[config.mk]
export PLATFORM = sky130hd
export DESIGN_NAME = lowest_free_id_allocator
export DESIGN_NICKNAME = d
export VERILOG_FILES = /design/src/hdl/lfid_pkg.sv /design/src/hdl/lowest_free_id_allocator.sv /design/src/hdl/lfid_map_ram.sv /design/src/hdl/lfid_scan_unit.sv
export SDC_FILE = /design/constraint.sdc
export NUM_CORES = 1
export LEC_CHECK = 0
export BUFFER_PORTS_ARGS = -buffer_cell sky130_fd_sc_hd__buf_2
export CAP_MARGIN = 0
export CELL_PAD_IN_SITES_DETAIL_PLACEMENT = 1
export CELL_PAD_IN_SITES_GLOBAL_PLACEMENT = 2
export CORE_MARGIN = 2
export CORE_UTILIZATION = 45
export DETAILED_ROUTE_END_ITERATION = 10
export PLACE_DENSITY_LB_ADDON = 0.3
export SLEW_MARGIN = 30
export SYNTH_ARGS = -nofsm -noshare
export SYNTH_HDL_FRONTEND = slang
export SYNTH_SLANG_ARGS = --single-unit
[constraint.sdc]
create_clock -name i_clk -period 12.2 [get_ports i_clk]
set_clock_uncertainty 0.05 [all_clocks]
set_input_delay 1.22 -clock i_clk [delete_from_list [all_inputs] [get_ports i_clk]]
set_output_delay 1.22 -clock i_clk [all_outputs]
set_load 0.01 [all_outputs]
[src/hdl/lfid_pkg.sv]
// Package for the lowest free ID allocator: transaction types, status codes, step directions and sequencer states.
package lfid_pkg;

    // Result status codes
    localparam logic [1:0] STATUS_OK    = 2'd0;
    localparam logic [1:0] STATUS_FULL  = 2'd1;
    localparam logic [1:0] STATUS_EMPTY = 2'd2;

    // Request kinds
    localparam logic KIND_ALLOC = 1'b0;
    localparam logic KIND_FREE  = 1'b1;

    typedef struct packed {
        logic       kind;
        logic [5:0] slot_index;
    } t_in_item;

    typedef struct packed {
        logic [1:0] status;
        logic [5:0] granted_id;
        logic [6:0] in_use_count;
        logic [6:0] high_mark;
    } t_out_item;

    // Direction of the shared pointer step unit
    typedef enum logic {
        SCAN_UP,
        SCAN_DOWN
    } t_scan_op;

    typedef enum logic [3:0] {
        ST_CLEAR,
        ST_IDLE,
        ST_ALLOC_RD,
        ST_ALLOC_CHK,
        ST_FREE_RD,
        ST_FREE_CHK,
        ST_FREE_SCAN_RD,
        ST_FREE_SCAN_CHK,
        ST_DONE
    } t_state;

endpackage

[src/hdl/lowest_free_id_allocator.sv]
// Top level of the lowest free ID allocator: sequencer, pointer registers and result register.
//
//  channel  | valid       | ready        | payload
//  ---------+-------------+--------------+------------------------
//  request  | i_in_valid  | o_in_ready   | i_in_data  (t_in_item)
//  result   | o_out_valid | i_out_ready  | o_out_data (t_out_item)
//
// After reset the map is cleared one slot a cycle, with o_in_ready low until the sweep ends.
// A full allocate or an out-of-range free goes straight to the final state. A free
// reads its slot first; an allocate steps up over occupied slots and a free of an occupied
// slot walks the end mark down past empty slots, each until the walk runs off its end.
// A new transaction is taken while the previous result still waits; a stalled result
// holds the sequencer in its final state until the result register frees up.
module lowest_free_id_allocator #(
    parameter int TABLE_SIZE = 64
) (
    input  logic                 i_clk,
    input  logic                 i_rst_n,
    input  logic                 i_in_valid,
    output logic                 o_in_ready,
    input  lfid_pkg::t_in_item   i_in_data,
    output logic                 o_out_valid,
    input  logic                 i_out_ready,
    output lfid_pkg::t_out_item  o_out_data
);

    import lfid_pkg::*;

    localparam int AW = $clog2(TABLE_SIZE);
    localparam int PW = $clog2(TABLE_SIZE + 1);
    localparam logic [PW-1:0] FULL_PTR  = PW'(TABLE_SIZE);
    localparam logic [AW-1:0] LAST_ADDR = AW'(TABLE_SIZE - 1);

    t_state        r_state,      n_state;
    logic [PW-1:0] r_first_free, n_first_free;
    logic [PW-1:0] r_end_mark,   n_end_mark;
    logic [PW-1:0] r_used,       n_used;
    logic [PW-1:0] r_ptr,        n_ptr;
    logic [AW-1:0] r_slot,       n_slot;
    logic [AW-1:0] r_clr_addr,   n_clr_addr;
    logic [1:0]    r_status,     n_status;
    logic [5:0]    r_grant,      n_grant;
    logic          r_out_valid,  n_out_valid;
    t_out_item     r_out,        n_out;

    logic          in_accept;
    logic          wr_en;
    logic [AW-1:0] wr_addr;
    logic          wr_data;
    logic [AW-1:0] rd_addr;
    logic          rd_data;
    t_scan_op      step_op;
    logic [PW-1:0] step_ptr;
    logic [PW-1:0] step_next;
    logic          step_stop;

    lfid_map_ram #(
        .DEPTH(TABLE_SIZE)
    ) u_map (
        .i_clk    (i_clk),
        .i_wr_en  (wr_en),
        .i_wr_addr(wr_addr),
        .i_wr_data(wr_data),
        .i_rd_addr(rd_addr),
        .o_rd_data(rd_data)
    );

    lfid_scan_unit #(
        .TABLE_SIZE(TABLE_SIZE)
    ) u_step (
        .i_op  (step_op),
        .i_ptr (step_ptr),
        .o_next(step_next),
        .o_stop(step_stop)
    );

    assign o_in_ready  = (r_state == ST_IDLE);
    assign in_accept   = i_in_valid && o_in_ready;
    assign o_out_valid = r_out_valid;
    assign o_out_data  = r_out;

    // Step unit input: free pointer when a request arrives, scan pointer otherwise
    always_comb begin
        step_op  = SCAN_UP;
        step_ptr = r_ptr;
        case (r_state)
            ST_IDLE: begin
                step_ptr = r_first_free;
            end
            ST_FREE_RD, ST_FREE_CHK, ST_FREE_SCAN_RD, ST_FREE_SCAN_CHK: begin
                step_op = SCAN_DOWN;
            end
            default: begin
                step_op = SCAN_UP;
            end
        endcase
    end

    // Sequencer: next state, map accesses and register updates
    always_comb begin
        n_state      = r_state;
        n_first_free = r_first_free;
        n_end_mark   = r_end_mark;
        n_used       = r_used;
        n_ptr        = r_ptr;
        n_slot       = r_slot;
        n_clr_addr   = r_clr_addr;
        n_status     = r_status;
        n_grant      = r_grant;
        n_out        = r_out;
        n_out_valid  = r_out_valid && !i_out_ready;
        wr_en        = 1'b0;
        wr_addr      = r_first_free[AW-1:0];
        wr_data      = 1'b0;
        rd_addr      = r_ptr[AW-1:0];

        case (r_state)
            // Sweep zeros through the map after reset
            ST_CLEAR: begin
                wr_en      = 1'b1;
                wr_addr    = r_clr_addr;
                wr_data    = 1'b0;
                n_clr_addr = r_clr_addr + 1'b1;
                if (r_clr_addr == LAST_ADDR) begin
                    n_state = ST_IDLE;
                end
            end

            ST_IDLE: begin
                if (in_accept) begin
                    if (i_in_data.kind == KIND_ALLOC) begin
                        if (r_first_free == FULL_PTR) begin
                            n_status = STATUS_FULL;
                            n_grant  = '0;
                            n_state  = ST_DONE;
                        end else begin
                            // Grant the lowest free slot, then look above it
                            wr_en    = 1'b1;
                            wr_addr  = r_first_free[AW-1:0];
                            wr_data  = 1'b1;
                            n_status = STATUS_OK;
                            n_grant  = 6'(r_first_free);
                            n_used   = r_used + 1'b1;
                            if (step_stop) begin
                                n_first_free = FULL_PTR;
                                n_end_mark   = FULL_PTR;
                                n_state      = ST_DONE;
                            end else begin
                                n_ptr   = step_next;
                                n_state = ST_ALLOC_RD;
                            end
                        end
                    end else begin
                        n_grant = '0;
                        if (32'(i_in_data.slot_index) >= TABLE_SIZE) begin
                            n_status = STATUS_EMPTY;
                            n_state  = ST_DONE;
                        end else begin
                            n_slot  = AW'(i_in_data.slot_index);
                            n_state = ST_FREE_RD;
                        end
                    end
                end
            end

            // Upward search for the next free slot
            ST_ALLOC_RD: begin
                rd_addr = r_ptr[AW-1:0];
                n_state = ST_ALLOC_CHK;
            end

            ST_ALLOC_CHK: begin
                if (!rd_data) begin
                    n_first_free = r_ptr;
                    if (r_end_mark < r_ptr) begin
                        n_end_mark = r_ptr;
                    end
                    n_state = ST_DONE;
                end else if (step_stop) begin
                    n_first_free = FULL_PTR;
                    n_end_mark   = FULL_PTR;
                    n_state      = ST_DONE;
                end else begin
                    n_ptr   = step_next;
                    n_state = ST_ALLOC_RD;
                end
            end

            // Check that the slot to release is occupied
            ST_FREE_RD: begin
                rd_addr = r_slot;
                n_state = ST_FREE_CHK;
            end

            ST_FREE_CHK: begin
                if (!rd_data) begin
                    n_status = STATUS_EMPTY;
                    n_state  = ST_DONE;
                end else begin
                    wr_en    = 1'b1;
                    wr_addr  = r_slot;
                    wr_data  = 1'b0;
                    n_status = STATUS_OK;
                    if (r_first_free > PW'(r_slot)) begin
                        n_first_free = PW'(r_slot);
                    end
                    if (r_used != '0) begin
                        n_used = r_used - 1'b1;
                    end
                    n_ptr = r_end_mark;
                    if (r_end_mark == '0) begin
                        n_state = ST_DONE;
                    end else begin
                        n_state = ST_FREE_SCAN_RD;
                    end
                end
            end

            // Walk the end mark down past trailing empty slots
            ST_FREE_SCAN_RD: begin
                rd_addr = step_next[AW-1:0];
                n_state = ST_FREE_SCAN_CHK;
            end

            ST_FREE_SCAN_CHK: begin
                if (rd_data) begin
                    n_end_mark = r_ptr;
                    n_state    = ST_DONE;
                end else if (step_stop) begin
                    n_end_mark = '0;
                    n_state    = ST_DONE;
                end else begin
                    n_ptr   = step_next;
                    n_state = ST_FREE_SCAN_RD;
                end
            end

            // Hand the result over once the result register is free
            ST_DONE: begin
                if (!r_out_valid || i_out_ready) begin
                    n_out.status       = r_status;
                    n_out.granted_id   = r_grant;
                    n_out.in_use_count = 7'(r_used);
                    n_out.high_mark    = 7'(r_end_mark);
                    n_out_valid        = 1'b1;
                    n_state            = ST_IDLE;
                end
            end

            default: begin
                n_state = ST_IDLE;
            end
        endcase
    end

    // Control registers
    always_ff @(posedge i_clk) begin
        if (!i_rst_n) begin
            r_state      <= ST_CLEAR;
            r_first_free <= '0;
            r_end_mark   <= '0;
            r_used       <= '0;
            r_clr_addr   <= '0;
            r_out_valid  <= 1'b0;
        end else begin
            r_state      <= n_state;
            r_first_free <= n_first_free;
            r_end_mark   <= n_end_mark;
            r_used       <= n_used;
            r_clr_addr   <= n_clr_addr;
            r_out_valid  <= n_out_valid;
        end
    end

    // Payload registers
    always_ff @(posedge i_clk) begin
        r_ptr    <= n_ptr;
        r_slot   <= n_slot;
        r_status <= n_status;
        r_grant  <= n_grant;
        r_out    <= n_out;
    end

    // Occupied count never passes the table size
    a_used_bound: assert property (@(posedge i_clk) disable iff (!i_rst_n)
        r_used <= FULL_PTR)
        else $error("used count beyond table size");

    // The lowest free slot never lies above the end mark
    a_free_below_end: assert property (@(posedge i_clk) disable iff (!i_rst_n)
        r_first_free <= r_end_mark)
        else $error("free pointer above end mark");

    // An accepted transaction always leaves the idle state
    a_accept_busy: assert property (@(posedge i_clk) disable iff (!i_rst_n)
        in_accept |=> (r_state != ST_IDLE))
        else $error("sequencer idle after acceptance");

    // A result appears only from the final sequencer state
    a_result_from_done: assert property (@(posedge i_clk) disable iff (!i_rst_n)
        (o_out_valid && !$past(o_out_valid)) |-> $past(r_state == ST_DONE))
        else $error("result raised outside the final state");

endmodule

[src/hdl/lfid_map_ram.sv]
// Occupancy map memory: one write port, one read port with registered read data.
module lfid_map_ram #(
    parameter int DEPTH = 64,
    localparam int AW = $clog2(DEPTH)
) (
    input  logic          i_clk,
    input  logic          i_wr_en,
    input  logic [AW-1:0] i_wr_addr,
    input  logic          i_wr_data,
    input  logic [AW-1:0] i_rd_addr,
    output logic          o_rd_data
);

    logic r_mem [DEPTH];
    logic r_rd_data;

    // Write port
    always_ff @(posedge i_clk) begin
        if (i_wr_en) begin
            r_mem[i_wr_addr] <= i_wr_data;
        end
    end

    // Registered read port (old data on a same-address write)
    always_ff @(posedge i_clk) begin
        r_rd_data <= r_mem[i_rd_addr];
    end

    assign o_rd_data = r_rd_data;

endmodule

[src/hdl/lfid_scan_unit.sv]
// Shared pointer step unit: one increment or decrement with its end-of-range test.
module lfid_scan_unit #(
    parameter int TABLE_SIZE = 64,
    localparam int PW = $clog2(TABLE_SIZE + 1)
) (
    input  lfid_pkg::t_scan_op i_op,
    input  logic [PW-1:0]      i_ptr,
    output logic [PW-1:0]      o_next,
    output logic               o_stop
);

    import lfid_pkg::*;

    localparam logic [PW-1:0] LAST_PTR = PW'(TABLE_SIZE);

    // Step one slot and flag when the walk has run off its end
    always_comb begin
        case (i_op)
            SCAN_UP: begin
                o_next = i_ptr + 1'b1;
                o_stop = (o_next == LAST_PTR);
            end
            SCAN_DOWN: begin
                o_next = i_ptr - 1'b1;
                o_stop = (o_next == '0);
            end
            default: begin
                o_next = i_ptr;
                o_stop = 1'b1;
            end
        endcase
    end

endmodule
# --- Word level (Yosys, flattened, before mapping) ---
# Memory sizes are Yosys's and may differ from the RTL's. A register that Yosys moved wholly into a read port is not among the register bits.
# Index checks and enable logic that the tools add are counted.
word_totals:
  register_bits: 75
  input_bits: 11
  elab_cells: 135
  output_inout_bits: 24
  ram_bits: 64
  mem_count: 1
memory_table:
  columns: ["memory", "depth", "word_bits", "read_ports", "rd_ports_with_merged_regs", "write_ports", "line_no", "rtl"]
  rows:
  - ["u_map.r_mem", 64, 1, 1, 1, 1, "lfid_map_ram.sv:14", "logic r_mem [DEPTH];"]
classes:
  eq_ne: 23
  n_lt_le_gt_ge: 2
  muxes: 65
  n_bitwise: 1
  n_reduce_logical: 24
  addsub: 5
op_table:
  columns: ["cell", "count"]
  rows:
  - ["$mux 7", 28]
  - ["$mux 4", 11]
  - ["$pmux 7 s3", 2]
  - ["$pmux 4 s9", 1]
  - ["$pmux 7 s2", 2]
  - ["$pmux 7 s4", 1]
  - ["$pmux 6 s2", 2]
  - ["$reduce_and 6->1", 3]
  - ["$eq 4x3->1 const B", 4]
  - ["$add 7x1->7 const B", 2]
  - ["$eq 7x7->1 const B", 2]
  - ["$logic_not 7->1", 2]
  - ["$ne 2x2->1 const B", 7]
  - ["$sub 7x1->7 const B", 2]
  - ["$mux 1", 11]
  - ["$reduce_and 3->1", 3]
  - ["$eq 4x2->1 const B", 2]
  - ["$gt 7x6->1", 1]
  - ["$lt 7x7->1", 1]
  - ["$reduce_and 7->1", 1]
  - ["$reduce_bool 7->1", 1]
  - ["$add 6x1->6 const B", 1]
  - ["$eq 6x6->1 const B", 1]
  - ["$mux 2", 3]
  - ["other kinds (19)", 26]

# --- Longest topological paths before layout ---
# Gate-level depths: netlist (run 1).
depth:
  word_depth: 10
  depth_mapped: 17
  ltp_nobuf: 14

# --- Hierarchy ---
# Synthesis (run 1) repeated with hierarchy kept, for this count alone.
hier_totals:
  hier_cells: 680
  area_unflattened_um2: 7275.7
by_module_without_submodules:
  columns: ["module", "cells_per_inst", "area_each_um2", "n_inst", "seq_area_each_um2"]
  rows:
  - ["lowest_free_id_allocator", 415, 4028.9, 1, 1931.9]
  - ["lfid_map_ram", 226, 2961.6, 1, 1941.9]
  - ["lfid_scan_unit", 39, 285.3, 1, 0.0]

# --- Worst setup path before layout (run 1) ---
# OpenSTA, ideal clock, no wires.
synth_timing:
  path_type: "register to register"
  from: "register r_state[3]"
  to: "register r_ptr[0] (enable)"
  arrival_time_ps: 3565
  setup_ps: 328
  setup_slack_ps: 8258
  synth_period_minus_slack_ps: 3942
  n_path_buf: 3
  path_stages_with_launch: 16
  required_time_ps: 11822
  cell_sequence: "dfxtp_1 > buf_6 > or4b_4 > inv_2 > buf_4 > clkbuf_1 > nor2_1 > a21o_1 > inv_1 > ha_1 > nor3b_1 > nand3_1 > xnor2_1 > mux2_2 > a31oi_2 > o221a_1"
synth_via:
  elab_chain_cells: 4
  word_cells_on_any_way: 13
  cone_classes: "10 x eq/ne; 3 x reduce/logical"
synth_rtl:
  columns: ["item", "line_no", "rtl"]
  rows:
  - ["start, declared", "lowest_free_id_allocator.sv:34", "t_state r_state, n_state;"]
  - ["start signal, assigned", "lowest_free_id_allocator.sv:266", "r_state <= n_state;"]
  - ["$eq 4x1->1 *", "lowest_free_id_allocator.sv:77", "assign o_in_ready = (r_state == ST_IDLE);"]
  - ["named net o_in_ready", "lowest_free_id_allocator.sv:20", "output logic o_in_ready,"]
  - ["$logic_and 1x1->1", "lowest_free_id_allocator.sv:78", "assign in_accept = i_in_valid && o_in_ready;"]
  - ["$ne 2x1->1 (no line)", null, null]
  - ["$reduce_and 7->1 (no line) *", null, null]
  - ["end signal, assigned", "lowest_free_id_allocator.sv:277", "r_ptr <= n_ptr;"]
  - ["end, declared", "lowest_free_id_allocator.sv:38", "logic [PW-1:0] r_ptr, n_ptr;"]
# The timed path passes the listed nets; every way through them passes the cells marked *.
# A chain may end at the register's enable or synchronous reset.

# --- Final worst setup path (run 1) ---
layout_timing:
  from: "register r_state[1]"
  to: "register u_map.r_rd_data (netlist: u_map.o_rd_data) (read register of u_map.r_mem)"
layout_via:
  elab_chain_cells: 6
  word_cells_on_any_way: 13
  cone_classes: "2 x add/sub; 5 x eq/ne; 4 x mux; 1 x bitwise; 1 x reduce/logical"
layout_rtl:
  columns: ["item", "line_no", "rtl"]
  rows:
  - ["parallel branches: the longest is 5 deep, another holds $sub 7x1->7", null, null]
  - ["$pmux 6 s2 *", "lowest_free_id_allocator.sv:117", "case (r_state)"]
  - ["end, declared", "lfid_map_ram.sv:15", "logic r_rd_data;"]
# Mark *: on every way between the ends.

==> run summary, run 1 <==
The flow ran to the end, and the final reports show no timing, DRC or antenna violations. The deepest level of the CTS H-tree is 4. The register bit total from synthesis was 140. For the total nets after synthesis, the log shows 700. In this run, distinct cell masters in the synthesized netlist total 70. The sequential fraction of the synthesis area is 0.530, and the number of nets in the layout is 727. Counting the buffers created by CTS gives 17. After detailed routing, the number of remaining DRC violations is 0.

The share of the cycle needed by the critical path after routing is 0.381, and the clock insertion delay at the later pin of the skew report is 430 ps. Setup repair after global routing left no endpoint under its margin. For the final weighted congestion in routability-driven placement, the log shows 0.903. The logs give 0 for the max-slew violation count and 5 for the number of detailed-routing iterations run before antenna repair.

Sorting the synthesized cells by how often they occur yields sky130_fd_sc_hd__nor2_1 (119), sky130_fd_sc_hd__edfxtp_1 (107), sky130_fd_sc_hd__nand2_1 (55). The worst path in the final design needs a cycle of 4650 ps, including I/O delays and setup. The dominant cell type by area after synthesis is sky130_fd_sc_hd__edfxtp_1. The tools report the startpoint of the lowest-slack hold path as r_status[1]$_SDFFCE_PN0P_. For the number of antenna violations at the first check in global routing, the log shows 0.

The tools report the largest net degree at the start of global routing as 65. After synthesis, the mean cell area works out to 11.0 um^2. Compared with the post-synthesis result, the final layout area differs by 12.8%. For the via count of the first global-routing pass, the log shows 5725.

The first global-routing pass estimated 31700 um of wire. The deepest clock path buffer count was 2. Clock tree synthesis selected as its root buffer the cell sky130_fd_sc_hd__clkbuf_16. The routed length per instance is 21.4 um. The number of core rows is 46, and the number of buffers inserted to repair setup after CTS is 0. The tools report the startpoint of the most critical register-to-register path as r_state[1]$_SDFFE_PN0P_. The run gives 0.460 as the initial cell density of the core. The number of hold-slack violations in the final timing report was 0.

Required time at the endpoint of the critical path: 12460 ps. Synthesis produced 667 cells. 0 antenna diodes ended up in the layout.

The final cell area excluding filler cells came out at 0.00825 mm^2. For the detailed router's first-iteration violation count, the log shows 321. Via count: 5367.

Setup violations remaining at the end of the flow were counted as 0. The peak supply drop is 87.6 uV. The final worst hold slack was 370 ps; the count of clock tree sinks was 140. The top-level I/O count is 35. The worst setup path is captured at a register. The tools report the max-slew headroom at the worst pin as 0.350. The register clock-pin slew on the reported worst setup and hold paths came out at 60 ps. Measured along the y axis, the die boundary spans 131 um. For the final routed database, the setup TNS stands at 0 ps.

The top-area cell type share of the netlist area was 0.439. The tool flagged a number of max-cap violations equal to 0. The run gives 4900 ps as the data arrival time of the worst path. Share of synthesized registers carrying an async set or reset: 0. Measured along the x axis, the die boundary spans 131 um.

The fraction of layout instances using a drive strength above 1 came out at 0.157. Overall power consumption after layout is estimated at 1.04 mW. Summing all placed instances gives a cell area of 0.00766 mm^2. In this run the cell area of the synthesized design comes to 0.00731 mm^2. The start-to-end type of the worst setup path was reg -> reg.

During synthesis, Yosys emitted a total of 0 warnings. Post-CTS repair changed the size of 0 cells. The floorplan step defined a core boundary enclosing 0.0159 mm^2. Most common cell in the synthesized netlist: sky130_fd_sc_hd__nor2_1. By area the synthesized netlist is led by sky130_fd_sc_hd__edfxtp_1 (44%), sky130_fd_sc_hd__dfxtp_1 (9.0%), sky130_fd_sc_hd__nor2_1 (6.1%). TritonCTS built the clock tree. The tools report the timing startpoint of the critical path as r_state[1]$_SDFFE_PN0P_. The measured slew at the worst slew-check pin was 973 ps; the overall die area was 0.0173 mm^2. The tools report the hold buffer count at CTS as 0.

The number of enable-type register cells in the synthesized netlist is 107. The detail route stage leaves a number of antenna-violating nets equal to 0. The sum of overflow across all layers after global routing was 0; the ratio of total power to cell area was 126 mW/mm^2. Along the worst path, the maximum fanout reaches 22. The logs give 3.07 nW for the leakage power summed over all cells and 0.519 for the final standard cell utilization of the core. In the synthesized netlist the dominant register cell turns out to be sky130_fd_sc_hd__edfxtp_1. The wire-length estimate of the detail-placed layout is 14100 um.

The tools report the global routing usage summed across all routing layers as 0.238. STA classifies the critical path startpoint as a register. The type of the worst min-delay path was reg -> reg. The count of input and output buffers is 34.

Number of vias per cell after detailed routing: 5.81. For this run, the top clock speed supported by timing is 215 MHz. The run gives 19700 um as the total detailed-routing wirelength.
-- where the power goes --
part           internal [mW]  total (mW)  leakage [nW]  switching [mW]
Sequential             0.508       0.510          1.29         0.00136
Clock                  0.288       0.509         0.290           0.221
Combinational        0.00563      0.0201          1.49          0.0144
-- critical path: stages, from the launching register on --
cell	delay, ps
sky130_fd_sc_hd__dfxtp_1	580
sky130_fd_sc_hd__or4b_4	750
sky130_fd_sc_hd__inv_2	350
sky130_fd_sc_hd__nor2_1	70
sky130_fd_sc_hd__a21o_1	180
sky130_fd_sc_hd__inv_1	70
sky130_fd_sc_hd__ha_1	290
sky130_fd_sc_hd__nor3b_1	350
sky130_fd_sc_hd__xnor2_1	220
sky130_fd_sc_hd__a211oi_1	140
sky130_fd_sc_hd__a21oi_2	650
sky130_fd_sc_hd__mux2i_1	400
sky130_fd_sc_hd__mux2i_1	120
sky130_fd_sc_hd__mux2i_1	180
sky130_fd_sc_hd__mux2i_1	100
-- per-stage QoR --
| stage | cells | worst slack [ps] |
|---|---|---|
| global placement | 891 | 7400 |
| detailed placement | 891 | 7290 |
| floorplan | 667 | 8260 |
| global route | 923 | 7240 |
| CTS | 923 | 7250 |
| finish | 923 | 7550 |
-- area by class of cell --
type / instances / area [um^2]
flip-flops and latches: 140 / 3870
multi-input cells: 467 / 3210
fillers: 1733 / 7640
clock buffers: 17 / 425
repair buffers: 39 / 208
well taps: 216 / 270
inverters: 29 / 109
clock inverters: 15 / 154
-- registers in the layout, indices dropped and copies added (netlist names) --
name and flops:
r_grant 6, r_end_mark 7, r_slot 6, r_first_free 7, o_out_data 22, u_map.r_mem 64
u_map.o_rd_data 1, r_state 4, r_status 2, r_used 7, r_ptr 7, o_out_valid 1
r_clr_addr 6
-- logic make-up (layout without fill, tap and decap cells) --
group / Yosys count / count (layout) / share of synthesized area
AND/OR/NAND/NOR: 268 / 268 / 0.171
XOR/XNOR: 21 / 21 / 0.0252
adder cells (fa/ha/maj): 23 / 23 / 0.0400
buffers and inverters: 60 / 100 / 0.0346
AO/OA/AOI/OAI: 109 / 109 / 0.108
flip-flops: 140 / 140 / 0.530
multiplexers: 46 / 46 / 0.0914
-- metal layers --
metal / part of all wire / global-route usage / vias to the layer above / routed length (um)
met5: 0 / 0 / - / 0
met2: 0.51 / 0.409 / 110 / 9960
met3: 0.037 / 0.0386 / 37 / 735
met1: 0.43 / 0.302 / 2735 / 8520
met4: 0.025 / 0.0912 / 0 / 501
li1: - / - / 2485 / -
-- path summary, 6_finish.rpt --
kind / depth (start not counted) / end / slack, ps
max: 14 / u_map.o_rd_data$_DFF_P_ / 7550
min reg2reg: 0 / o_out_data[21]$_DFFE_PP_ / 370
min: 0 / o_out_data[21]$_DFFE_PP_ / 370
max reg2reg: 14 / u_map.o_rd_data$_DFF_P_ / 7550
-- cells in the final DEF, fill, tap and decap left out, types with 11 or more instances in the layout --
cell type                   instances
sky130_fd_sc_hd__nor2_1           119
sky130_fd_sc_hd__edfxtp_1         107
sky130_fd_sc_hd__nand2_1           55
sky130_fd_sc_hd__buf_2             34
sky130_fd_sc_hd__dfxtp_1           33
sky130_fd_sc_hd__inv_1             27
sky130_fd_sc_hd__mux2i_1           26
sky130_fd_sc_hd__a21oi_1           25
sky130_fd_sc_hd__ha_1              21
sky130_fd_sc_hd__o21ai_0           18
sky130_fd_sc_hd__clkbuf_16         17
sky130_fd_sc_hd__nand3_1           16
sky130_fd_sc_hd__mux4_2            16
sky130_fd_sc_hd__xnor2_1           13
sky130_fd_sc_hd__a22oi_1           11
Note: power is estimated with default switching activity, not from simulation.
==> run 2: changes to the inputs <==
--- a/config.mk
+++ b/config.mk
@@ -10,7 +10,7 @@
 export CELL_PAD_IN_SITES_DETAIL_PLACEMENT = 1
 export CELL_PAD_IN_SITES_GLOBAL_PLACEMENT = 2
 export CORE_MARGIN = 2
-export CORE_UTILIZATION = 45
+export CORE_UTILIZATION = 42
 export DETAILED_ROUTE_END_ITERATION = 10
 export PLACE_DENSITY_LB_ADDON = 0.3
 export SLEW_MARGIN = 30
==> constraint.sdc (replaced) <==
create_clock -name i_clk -period 4.5 [get_ports i_clk]
set_clock_uncertainty 0.05 [all_clocks]
set_input_delay 0.45 -clock i_clk [delete_from_list [all_inputs] [get_ports i_clk]]
set_output_delay 0.45 -clock i_clk [all_outputs]
set_load 0.01 [all_outputs]
==> run summary, run 2 (synthesis results as in run 1) <==
Power comes to 2.83 mW. u_map.r_mem holds more flip-flops than any other register. The detailed router's first-iteration violation count was 313. After clock tree synthesis, the clock-pin slew on the worst setup and hold paths is 70 ps. The number of diodes added for antenna fixing came out at 0. The measured slew at the worst slew-check pin was 950 ps; the number of detailed-routing iterations run before antenna repair was 5.

The flip-flop count of the largest register, all copies and words added was 64; the top-level I/O count was 35. Clock tree synthesis selected as its root buffer the cell sky130_fd_sc_hd__clkbuf_16. The routed length per instance is 21.1 um, and the switching power as a share of total power is 0.244. For the via count of the first global-routing pass, the log shows 5796.

The share of total power in sequential cells is 0.488. The final total negative setup slack is 0 ps. Setup violations remaining at the end of the flow were counted as 0. The count of nets left with antenna violations once routing finished came out at 0. The minimum period implied by the final worst setup slack came out at 4120 ps. In the routed design, unresolved DRC markers number 0.

The run finished with clean final reports. The first global-routing pass estimated 31700 um of wire. The power dissipated by switching net loads was 0.689 mW; the top fanout value on the critical path was 14. The core area is 0.0172 mm^2, and the data arrival time of the worst path is 4170 ps.

In the layout the commonest cells are sky130_fd_sc_hd__nor2_1 (119), sky130_fd_sc_hd__edfxtp_1 (107), sky130_fd_sc_hd__nand2_1 (55). The die span in x is 136 um. The run gives 0.492 as the clock network fraction of design power.

The logs give 0 for the number of antenna violations at the first check in global routing and 2 for the deepest clock path buffer count. The largest net degree at the start of global routing is 65. For this run, the post-layout net count is 737.

At the later pin of the worst-skew pair, clock insertion delay measures 430 ps. For the proportion of power drawn by combinational gates, the log shows 0.020. The count of input and output buffers was 34. The kind of end point of the critical path is a register.

The sum of overflow across all layers after global routing was 0; the ratio of total power to cell area was 340 mW/mm^2. Setup repair after global routing left no endpoint under its margin. In this run the worst hold path is classified as in -> reg.

TritonCTS built the clock tree. The start-to-end type of the worst setup path was reg -> reg. The number of setup buffers added after CTS is 0.

The fraction of layout instances using a drive strength above 1 was 0.166; the peak supply drop was 251 uV. The die covers 0.0185 mm^2. The leakage power summed over all cells came out at 3.11 nW. Based on the critical path, the design can be clocked at up to 243 MHz.

For the post-cts sizing count, the log shows 0. The tools report the count of maximum capacitance violations as 0. Dividing the detail-routed via count by the number of cells gives 5.65.

Global routing usage summed across all routing layers: 0.229. Fill cells in the final layout number 1906. The H-tree generated during clock tree synthesis spans 4 levels.

CTS saw 140 sinks. The max-slew violation count is 0, and the y dimension of the die is 136 um. The logs give 0.366 for the max-slew headroom at the worst pin and 48 for the number of core rows.

In this run, CTS created clock tree buffers numbering 17. Relative to the synthesized area, the layout overhead comes to 14.0%. The internal power of the cells totals 2.14 mW. The total detailed-routing wirelength is 19900 um. Data on the critical path is required at its endpoint by 4550 ps.

Across all layers, the routed design uses 5323 vias. Across all register-to-register paths, the minimum setup slack is 380 ps. STA classifies the critical path startpoint as a register. The run gives 14000 um as the HPWL reported at the end of detailed placement. The number of hold-slack violations in the final timing report is 0.

The share of the cycle needed by the critical path after routing is 0.916, and the final weighted congestion in routability-driven placement is 0.919. The logs give 0.426 for the initial cell density of the core and 0 for the hold buffer count at CTS. Leaving out fill and tap cells, the most frequent cell in the layout is sky130_fd_sc_hd__nor2_1.
[run 2: cell types whose count changed in the layout (fill, tap and decap cells not counted), sizes merged]
cell,delta
bufinv,-1
buf,+10
inv,+3
clkinv,-2
[run 2: metrics by stage]
step                      utilization  cells  setup WS, ps  cell area (um^2)  hold WS, ps
after floorplan                     -    667           558              7310          350
after global placement          0.451    910           620              7740          354
after detailed placement        0.451    910           437              7740          361
after CTS                       0.485    942           403              8330          123
after global routing            0.485    942          68.7              8330          122
final                           0.485    942           379              8330          137
[run 2: final timing paths]
kind                                 start  cells after the start                        to
setup / recovery   r_state[0]$_SDFFE_PN0P_                     12        r_ptr[2]$_DFFE_PP_
hold / removal                i_in_data[4]                      1       r_slot[4]$_DFFE_PP_
setup reg to reg   r_state[0]$_SDFFE_PN0P_                     12        r_ptr[2]$_DFFE_PP_
hold reg to reg   r_grant[0]$_SDFFCE_PP0P_                      0  o_out_data[14]$_DFFE_PP_
[run 2: worst max-delay path, cell delays in order (launching register included)]
cell	delay (ps)
sky130_fd_sc_hd__dfxtp_1	590
sky130_fd_sc_hd__or4b_4	640
sky130_fd_sc_hd__inv_2	90
sky130_fd_sc_hd__nor2_1	50
sky130_fd_sc_hd__a21o_1	170
sky130_fd_sc_hd__inv_1	90
sky130_fd_sc_hd__ha_1	290
sky130_fd_sc_hd__nor3b_1	390
sky130_fd_sc_hd__nand3_1	140
sky130_fd_sc_hd__xnor2_1	140
sky130_fd_sc_hd__mux2_2	300
sky130_fd_sc_hd__a31oi_2	380
sky130_fd_sc_hd__o221a_1	460
[run 2: layout make-up]
cell class	count	area (um^2)	share of cell area
clock inverters	15	166	0.0200
well taps	225	282	0.0338
inverters	29	109	0.0131
multi-input cells	467	3190	0.383
flip-flops and latches	140	3870	0.465
repair buffers	49	283	0.0339
clock buffers	17	425	0.0511
[run 2: power by group through the flow]
stage,clock (mW),combinational [mW],sequential [mW]
6_report,1.39,0.0559,1.38
5_1_grt,1.48,0.0620,1.38
4_1_cts,1.42,0.0560,1.38
3_5_place_dp,0,0.0556,1.41
3_3_place_gp,0,0.0545,1.41
2_1_floorplan,0,0.0354,1.41
[run 2: layer usage]
layer	part of all wire	GRT usage	routed length, um
met1	0.44	0.279	8690
met2	0.51	0.397	10100
met5	0	0	0
met3	0.031	0.0459	609
met4	0.026	0.0903	523
==> run 3: changes to the inputs <==
--- a/config.mk
+++ b/config.mk
@@ -9,11 +9,12 @@
 export CAP_MARGIN = 0
 export CELL_PAD_IN_SITES_DETAIL_PLACEMENT = 1
 export CELL_PAD_IN_SITES_GLOBAL_PLACEMENT = 2
-export CORE_MARGIN = 2
-export CORE_UTILIZATION = 42
+export CORE_MARGIN = 8
+export CORE_UTILIZATION = 41
 export DETAILED_ROUTE_END_ITERATION = 10
 export PLACE_DENSITY_LB_ADDON = 0.3
 export SLEW_MARGIN = 30
 export SYNTH_ARGS = -nofsm -noshare
 export SYNTH_HDL_FRONTEND = slang
+export SYNTH_HIERARCHICAL = 1
 export SYNTH_SLANG_ARGS = --single-unit
==> run summary, run 3 <==
TritonCTS built the clock tree. The most frequent standard cell in the layout excluding fill and tap cells is sky130_fd_sc_hd__edfxtp_1. The routing layer with the top usage in global route was met2. The first global-routing pass estimated 31400 um of wire.

For the number of antenna violations at the first check in global routing, the log shows 0. For this design the static power due to leakage is 3.06 nW. The met1 demand-to-capacity share in global routing was 0.236. Most common cell in the synthesized netlist: sky130_fd_sc_hd__edfxtp_1. The register with the most flip-flops in the layout has 64 of them.

Setup repair after global routing left no endpoint under its margin. In the layout the commonest cells are sky130_fd_sc_hd__edfxtp_1 (107), sky130_fd_sc_hd__nor2_1 (100), sky130_fd_sc_hd__nand2_1 (90). Start-to-end type of the worst setup path: reg -> reg. The tools report the HPWL reported at the end of detailed placement as 13900 um. The sum of overflow across all layers after global routing was 0.

In this run the remaining antenna-violating nets after routing total 0. The placement-stage worst setup slack is 506 ps, and the number of placed cells counting well taps is 920. The final standard cell utilization of the core is 0.479, and the measured slew at the worst slew-check pin is 875 ps. The startpoint type of the worst setup path is a register. The finished layout holds 952 standard cells, fillers aside.

The number of hold-slack violations in the final timing report came out at 0. The kind of end point of the critical path was a register. The number of setup buffers added after CTS is 0.

Peak supply drop: 285 uV. u_map/r_mem holds more flip-flops than any other register. Sorting the synthesized cells by area gives the leading types as sky130_fd_sc_hd__edfxtp_1 (44%), sky130_fd_sc_hd__dfxtp_1 (9.1%), sky130_fd_sc_hd__nor2_1 (5.2%). Derived from the worst setup path, the maximum achievable clock frequency is 245 MHz. The logs give 0 for the post-cts sizing count and 0 for the number of diodes added for antenna fixing. The top flip-flop cell by instance count after synthesis was sky130_fd_sc_hd__edfxtp_1. The largest total area in the synthesized netlist belongs to sky130_fd_sc_hd__edfxtp_1. The cell count after synthesis came out at 680.

The final worst hold slack was 150 ps. Before antenna repair, the detailed router went through 5 iterations. In this run the power density over the cells is 344 mW/mm^2.

The top-area cell type share of the netlist area works out to 0.442. The register clock-pin slew on the reported worst setup and hold paths was 60 ps; the met3 usage was 0.0410. Register bit total from synthesis: 140.

The routed layout has 5362 vias. The max-slew headroom at the worst pin is 0.411, and the count of maximum capacitance violations is 0. Routability-driven placement finished with a final weighted congestion of 0.890.

The number of vias per cell after detailed routing was 5.63. The via count of the first global-routing pass was 5711; the y dimension of the die was 149 um. The routed length per instance is 20.4 um. The floorplan step defined a die boundary enclosing 0.0223 mm^2. After clock tree synthesis, the flow added hold-fix buffers numbering 0. After the last flow step, the layout net total stands at 747. The H-tree was split into 4 levels. Post-detailed-route DRC marker count: 0.

The first routing iteration left 278 violations. The met2 demand-to-capacity share in global routing came out at 0.294. For the final total negative setup slack, the log shows 0 ps. Yosys mapped a number of flops with a built-in enable equal to 107. The tree is rooted in a sky130_fd_sc_hd__clkbuf_16. The count of input and output buffers works out to 34.

The max-slew violation count is 0, and the required time at the endpoint of the critical path is 4790 ps. The number of clock buffers added by TritonCTS is 17. Entering global routing, the biggest net connects 65 pins. The deepest clock path buffer count was 2; the top-level I/O count was 35.

After floorplanning, the core was sized to cover 0.0173 mm^2. The tools report the count of clock tree sinks as 140. Along the worst path, the maximum fanout reaches 21. The min-delay analysis places its worst path in the category in -> reg. When the netlist entered floorplanning its net count stood at 713. The share of the cycle needed by the critical path after routing was 0.908; the die span in x was 149 um. The synthesized netlist contains 76 unique library cells. The clock insertion delay at the later pin of the skew report is 420 ps, and the sequential fraction of the synthesis area is 0.532. After layout, the minimum clock period comes to 4090 ps. Yosys printed 6 warnings. Once routing completed, OpenROAD measured the worst setup slack at 413 ps.

After synthesis, the mean cell area works out to 10.7 um^2. Ranked by instance count, the synthesized netlist is headed by sky130_fd_sc_hd__edfxtp_1 (107), sky130_fd_sc_hd__nor2_1 (100), sky130_fd_sc_hd__nand2_1 (90). The share of synthesized registers carrying an async set or reset came out at 0. The number of core rows is 48. The tools report the final-report setup violation count as 0.

The initial cell density of the core came out at 0.421. The global routing usage summed across all routing layers came out at 0.183. The flow ran to the end, and the final reports show no timing, DRC or antenna violations. Area growth from synthesis to layout: 13.9%.

The data arrival time of the worst path was 4380 ps; the total detailed-routing wirelength was 19400 um. The fraction of layout instances using a drive strength above 1 was 0.154. The tools report the area of the mapped netlist as 0.00728 mm^2.
## run 3: changes by cell type after synthesis, sizes merged, moves of 6 or more
cell,delta
nand2,+36
nor2,-19
nor2b,+12
o22ai,+10
or3,-8
a22o,-7
and2,-6
mux2i,-6
## run 3: layer usage
metal	routed length, um	up-vias
met3	719	30
li1	-	2535
met1	8940	2701
met4	396	0
met5	0	-
met2	9360	96
## run 3: kinds of logic (layout without fill, tap and decap cells)
kind of cell             count (synthesis)  count (layout)  synth area share
adder cells (fa/ha/maj)                 22              22            0.0389
AO/OA/AOI/OAI                          119             119             0.114
AND/OR/NAND/NOR                        293             293             0.197
multiplexers                            34              34            0.0681
flip-flops                             140             140             0.532
XOR/XNOR                                13              13            0.0156
buffers and inverters                   59             106            0.0341
## run 3: worst paths after layout
| check | from | endpoint | slack (ps) | cells past startpoint |
|---|---|---|---|---|
| setup / recovery | r_state[0]$_SDFFE_PN0P_ | u_map/o_rd_data$_DFF_P_ | 410 | 15 |
| hold / removal | i_in_data[5] | r_slot[5]$_DFFE_PP_ | 150 | 1 |
| setup reg to reg | r_state[0]$_SDFFE_PN0P_ | u_map/o_rd_data$_DFF_P_ | 410 | 15 |
| hold reg to reg | r_status[0]$_SDFFCE_PP0P_ | o_out_data[20]$_DFFE_PP_ | 370 | 0 |
## run 3: final cells by class
| class | instances | area [um^2] |
|---|---|---|
| multi-input combinational | 481 | 3180 |
| fill | 1913 | 9010 |
| clock inverter | 12 | 150 |
| sequential | 140 | 3870 |
| timing repair buffer | 46 | 260 |
| clock buffer | 20 | 437 |
| inverter | 28 | 105 |
| tap | 225 | 282 |
## run 3: report_power, final
part / switching [mW] / leakage (nW) / total [mW] / internal [mW]
Clock: 0.546 / 0.282 / 1.42 / 0.869
Sequential: 0.00398 / 1.31 / 1.38 / 1.38
Combinational: 0.0404 / 1.47 / 0.0544 / 0.0140
## run 3: metrics by stage
stage	total power, mW	area (um^2)
floorplan	1.44	7280
global placement	1.46	7700
detailed placement	1.46	7700
CTS	2.88	8290
global route	2.95	8290
finish	2.85	8290
## run 3: critical path, stage by stage, from the launching register on
cell                       delay, ps
sky130_fd_sc_hd__dfxtp_1         590
sky130_fd_sc_hd__nor4b_2         290
sky130_fd_sc_hd__buf_4           270
sky130_fd_sc_hd__nand2_1          80
sky130_fd_sc_hd__o21ai_0         300
sky130_fd_sc_hd__nand2_1         230
sky130_fd_sc_hd__nor3b_1         340
sky130_fd_sc_hd__a21oi_1         120
sky130_fd_sc_hd__xnor2_1         220
sky130_fd_sc_hd__mux2i_1         100
sky130_fd_sc_hd__a21oi_1         530
sky130_fd_sc_hd__nand2_1         220
sky130_fd_sc_hd__nor3_1          210
sky130_fd_sc_hd__nor4_1           80
sky130_fd_sc_hd__and3_1          200
sky130_fd_sc_hd__a211oi_2        190
